<file path="config.mk">
export PLATFORM = sky130hd
export DESIGN_NAME = sfir_mac
export DESIGN_NICKNAME = d
export VERILOG_FILES = /design/src/hw/rtl/sfir_pkg.sv /design/src/hw/rtl/sfir_mac.sv
export SDC_FILE = /design/constraint.sdc
export NUM_CORES = 2
export LEC_CHECK = 0
export ABC_AREA = 1
export BUFFER_PORTS_ARGS = -buffer_cell sky130_fd_sc_hd__buf_2
export CORE_AREA = 5 5 374 376
export DETAILED_ROUTE_END_ITERATION = 7
export DIE_AREA = 0 0 379 381
export PLACE_DENSITY = 0.43
export SLEW_MARGIN = 0
export SYNTH_ARGS = -nofsm -noshare
export SYNTH_HDL_FRONTEND = slang
export SYNTH_SLANG_ARGS = --single-unit
</file>
<file path="constraint.sdc">
create_clock -name clk -period 12.6 [get_ports clk]
set_clock_uncertainty 0.05 [all_clocks]
set_input_delay 2.52 -clock clk [delete_from_list [all_inputs] [get_ports clk]]
set_output_delay 2.52 -clock clk [all_outputs]
set_load 0.05 [all_outputs]
</file>
<file path="src/hw/rtl/sfir_pkg.sv">
// Shared constants, types and command codes for the stereo FIR filter core.
package sfir_pkg;

  localparam int MAX_TAPS   = 256;
  localparam int ADDR_W     = $clog2(MAX_TAPS);
  localparam int TAPS_W     = $clog2(MAX_TAPS + 1);
  localparam int SAMPLE_W   = 24;
  localparam int PROD_W     = 2 * SAMPLE_W;
  localparam int ACC_W      = PROD_W + ADDR_W;
  localparam int NTAPS_W    = 9;
  localparam int CIDX_W     = 8;
  localparam int CMD_W      = 3;
  localparam int MASK_W     = 2;
  localparam int IN_DATA_W  = 3 * SAMPLE_W + CIDX_W;
  localparam int OUT_DATA_W = 2 * SAMPLE_W;
  localparam int CFG_ADDR_W = 3;
  localparam int CFG_DATA_W = 32;
  localparam int MIN_TAPS   = 3;
  localparam int ROUND_SH   = 22;

  localparam logic [CFG_ADDR_W-1:0] REG_NUM_TAPS = '0;
  localparam logic [NTAPS_W-1:0]    NUM_TAPS_RST = NTAPS_W'(255);

  typedef enum logic [CMD_W-1:0] {
    CMD_LEFT  = 3'd0,
    CMD_RIGHT = 3'd1,
    CMD_BOTH  = 3'd2,
    CMD_COEFF = 3'd3,
    CMD_FLUSH = 3'd4
  } cmd_t;

  localparam logic [MASK_W-1:0] MASK_LEFT  = 2'b01;
  localparam logic [MASK_W-1:0] MASK_RIGHT = 2'b10;
  localparam logic [MASK_W-1:0] MASK_BOTH  = 2'b11;

  typedef enum logic [2:0] {
    ST_CLEAR,
    ST_IDLE,
    ST_LOAD,
    ST_MAC,
    ST_DRAIN,
    ST_OUT
  } state_t;

  typedef struct packed {
    logic clear;
    logic issue;
  } mac_ctl_t;

  typedef struct packed {
    logic                       busy;
    logic signed [SAMPLE_W-1:0] y;
  } mac_sts_t;

endpackage

</file>
<file path="src/hw/rtl/sfir_mac.sv">
// Multiply-accumulate pipeline with Q1.23 round and saturate.
module sfir_mac
  import sfir_pkg::*;
(
  input  logic                       clk,
  input  logic                       rst_n,
  input  mac_ctl_t                   ctl,
  input  logic signed [SAMPLE_W-1:0] coeff,
  input  logic signed [SAMPLE_W-1:0] sample,
  output mac_sts_t                   sts
);

  localparam int Q_W = ACC_W - ROUND_SH;

  logic                     rd_v_r;
  logic                     prod_v_r;
  logic signed [PROD_W-1:0] prod_r;
  logic signed [ACC_W-1:0]  acc_r;
  logic signed [ACC_W-1:0]  acc_nxt;
  logic signed [ACC_W-1:0]  rnd;
  logic signed [Q_W-1:0]    q;
  logic signed [SAMPLE_W-1:0] y;

  // read data arrives in the cycle after issue
  always_ff @(posedge clk) begin
    if (!rst_n) begin
      rd_v_r   <= 1'b0;
      prod_v_r <= 1'b0;
    end else begin
      rd_v_r   <= ctl.issue;
      prod_v_r <= rd_v_r;
    end
  end

  always_ff @(posedge clk) begin
    prod_r <= coeff * sample;
    acc_r  <= acc_nxt;
  end

  always_comb begin
    acc_nxt = acc_r;
    if (ctl.clear) begin
      acc_nxt = '0;
    end else if (prod_v_r) begin
      acc_nxt = acc_r + ACC_W'(prod_r);
    end
  end

  // round half up, then clamp
  always_comb begin
    rnd = acc_r + (ACC_W'(1) <<< (ROUND_SH - 1));
    q   = Q_W'(rnd >>> ROUND_SH);
    if (q > Q_W'(2 ** (SAMPLE_W - 1) - 1)) begin
      y = {1'b0, {(SAMPLE_W-1){1'b1}}};
    end else if (q < -Q_W'(2 ** (SAMPLE_W - 1))) begin
      y = {1'b1, {(SAMPLE_W-1){1'b0}}};
    end else begin
      y = SAMPLE_W'(q);
    end
  end

  assign sts.busy = rd_v_r | prod_v_r;
  assign sts.y    = y;

endmodule

</file>
Word-level counts from Yosys, hierarchy flattened
Cells that the tools add are included.

word-level totals
  flip-flop bits (word level) = 106
  input port bits = 52

cells by class
  $add $sub $neg = 2
  multiply operators = 1
  magnitude comparators = 2
  multiplexer cells = 2
  bitwise gates (word level) = 1

operators with widths
  operator                                              count
  adder 56 x 23 -> 56 bit, second input constant        1
  adder 56 x 48 -> 56 bit                               1
  multiplier 24 x 24 -> 48 bit                          1
  two-way mux 24 bit                                    2
  > comparator 34 x 24 -> 1 bit, second input constant  1
  < comparator 34 x 24 -> 1 bit, second input constant  1
  bitwise OR 1 bit                                      1

Longest topological paths before layout
  depth after elaboration = 4
  gate-level depth with buffers = 29

Worst setup path after synthesis
OpenSTA, ideal clock, no wires.

  kind = in2reg
  from = in coeff[23]
  to = reg prod_r[46]
  setup time = 0.120 ns
  arrival = 8.541 ns
  data required time = 12.430 ns
  setup slack = 3.889 ns
  stages = 21
  path buffers = 1
  path through = clkbuf_1 > nand2_1 > inv_1 > fa_1 > fa_1 > fa_1 > inv_1 > fa_1 > fa_1 > inv_1 > fa_1 > inv_1 > fa_1 > inv_1 > ha_1 > a21o_1 > a31oi_1 > o21ai_0 > a31oi_1 > nand3_1 > xor2_1

on the way
  cells in the longest elaborated chain, start to end = 1

RTL lines
  item                          line            text
  start: declaration            sfir_mac.sv:8   input logic signed [SAMPLE_W-1:0] coeff,
  multiplier 24 x 24 -> 48 bit  sfir_mac.sv:36  prod_r <= coeff * sample;
  end signal: assignment        sfir_mac.sv:36
  end: declaration              sfir_mac.sv:17  logic signed [PROD_W-1:0] prod_r;

No other way between the ends.
A chain may end at the register's enable or synchronous reset.

Final worst setup path
  from = in sample[0]
  to = reg prod_r[45]

on the way
  cells in the longest elaborated chain, start to end = 1

RTL lines
  item                          line            text
  start: declaration            sfir_mac.sv:9   input logic signed [SAMPLE_W-1:0] sample,
  multiplier 24 x 24 -> 48 bit  sfir_mac.sv:36

No other way between the ends.

==> reports/metrics.cfg <==
[yosys]
yosysSeqAreaShare=0.0682
yosysTopAreaCell=fa_1
synth_area_leaders=fa_1, inv_1, nand2_1, ha_1, dfxtp_1
ys_types=35
synth_nets=5249
yosys_warnings=0
ys_ff_latch=106
syn_area_sq_um=31100
synth_top_cell_area_share=0.391
syn_inst=4399
syn_avg_cell_area_sq_um=7.08

[route]
drc=0
vias_per_cell=4.19
drt_wl_total_mm=101
via_count=25877
post_drt_wl_per_cell_microns=16.4
drt_iter0_markers=1197
ant_nets=0
firstDrtPassIters=5

[timing]
finalHoldViolCount=0
setup-tns-final_ns=0
fmax_mhz=107
slew_headroom=0.418
min_period_ns=9.35
rsz0062_at_grt=no
setup_viol=0
timing.final.crit_share=0.742
finalMaxSlewViolations=0
worst_pin_slew_ns=0.873

[worst_setup_path]
cp-start-kind=input port
required_ns=12.86
critPathCaptureType=register
path_cells=buf_2, nand2_1, inv_1, fa_1, fa_1, fa_1, inv_1, fa_1, fa_1, inv_1, fa_1, inv_1, fa_1, inv_1, ha_1, nand2_1, nor2_1, inv_1, nor3_1, nand4_1, nand3_1, xor2_1
worst_path_most_repeated_cell=fa_1
crit_fanout=24
critPathSlowestCell=fa_1
slowest_delay_ns=1.05
critPathArrivalTime_ns=9.61
path_class=input port to register

[floorplan]
die_w_microns=379
start_util=0.228
core_area_sq_um=136000
dieArea_sq_um=144000
io_pins=77
num_rows=136
fp.dieH_microns=381

[cells_and_area]
multi_input_area_sq_um=23800
final_common_cell=inv_1
regArea_sq_um=2120
diodes=0
nets=5225
final_cell_mix=inv_1, nand2_1, fa_1
drive_gt1_frac=0.0285
nFillCells=15471
syn_to_final_growth_pct=8.06

[clocking]
clk_latency_ns=0.39
cts_sinks=106
ctsLongestPathBuffers=2
post_cts.repair.setup_buffers=0
holdBufCountCts=0
h-tree-depth=3
tritoncts=built
cts_buffers=9
clockRootBuffer=clkbuf_16
cts_resized=0
clk_pin_slew_worst_paths_ns=0.08

[global_route]
grt_usage=0.143
overflow=0
grt_max_degree=57
antenna_found_initial=3
grt_pass1_wl_mm=162
grt_pass1_vias=28023

[run_status]
outcome=finished clean

[flow_run]
maxCapViolCount=0

[placed_design]
portBuffers=76
gp_congestion=0.892
hpwl_mm=86.5

[min_path]
hp-class=register to register

layer usage:
layer,global-route usage,wire (microns),vias up,part of all wire
li1,-,-,12547,-
met1,0.189,46100,12759,0.45
met2,0.251,49100,460,0.48
met3,0.0134,3370,111,0.033
met4,0.0383,2890,0,0.029
met5,0,0,-,0
path summary, 6_finish.rpt:
path	startpoint	end	slack, ns	depth (start not counted)
max reg2reg	acc_r[0]	acc_r[30]	9.62	16
min	rd_v_r	prod_v_r	0.37	2
max	sample[0]	prod_r[45]	3.25	22
min reg2reg	rd_v_r	prod_v_r	0.37	2
through the flow:
step	worst slack, ns	hold slack [ns]	instance area, sq um	util	std cells
after floorplan	3.89	0.350	31100	-	4399
after global placement	2.77	0.357	33300	0.244	6158
after detailed placement	2.69	0.362	33300	0.244	6158
after CTS	3.10	0.374	33600	0.247	6174
after global routing	2.66	0.405	33600	0.247	6174
final	3.25	0.367	33600	0.247	6174
Yosys cell counts:
cell,n
a211oi_1,1
a21boi_0,5
a21o_1,9
a21oi_1,139
a31oi_1,14
and2_1,2
and3_1,4
buf_1,2
buf_4,2
buf_6,2
clkbuf_1,112
dfxtp_1,106
fa_1,608
ha_1,190
inv_1,1253
inv_2,2
nand2_1,1212
nand2_2,2
nand2_4,1
nand3_1,108
nand3_2,1
nand4_1,23
nor2_1,323
nor2_2,8
nor2_4,1
nor3_1,24
nor3_2,1
nor4_1,7
o211ai_1,2
o21ai_0,101
o21bai_1,24
o221ai_1,1
or2_2,10
xnor2_1,26
xor2_1,73
final cells by class:
cell class	count	area share
clock buffer	10	0.00681
tap	1794	0.0667
multi-input combinational	2920	0.708
clock inverter	6	0.00201
inverter	1255	0.140
sequential	106	0.0631
timing repair buffer	83	0.0129
worst max-delay path, delay by kind of cell:
| family | cells | cell delay [ns] |
|---|---|---|
| fa+ha+maj | 8 | 4.67 |
| simple gates | 6 | 1.12 |
| buf+inv | 7 | 1.07 |
| xor+xnor | 1 | 0.17 |
registers in the layout, indices dropped and copies added, names as in the netlist:
name	cells
prod_r	48
rd_v_r	1
prod_v_r	1
acc_r	56
cells by family (layout without fill, tap and decap cells):
| group | count (synthesis) | count (layout) | share of synthesized area |
|---|---|---|---|
| AND/OR/NAND/NOR | 1727 | 1727 | 0.219 |
| buffers and inverters | 1373 | 1354 | 0.166 |
| adder cells (fa/ha/maj) | 798 | 798 | 0.467 |
| AO/OA/AOI/OAI | 296 | 296 | 0.0516 |
| flip-flops | 106 | 106 | 0.0682 |
| XOR/XNOR | 99 | 99 | 0.0278 |
Power is not shown: default switching activity piles up to over one toggle a cycle in this logic, so the estimate is an artifact.
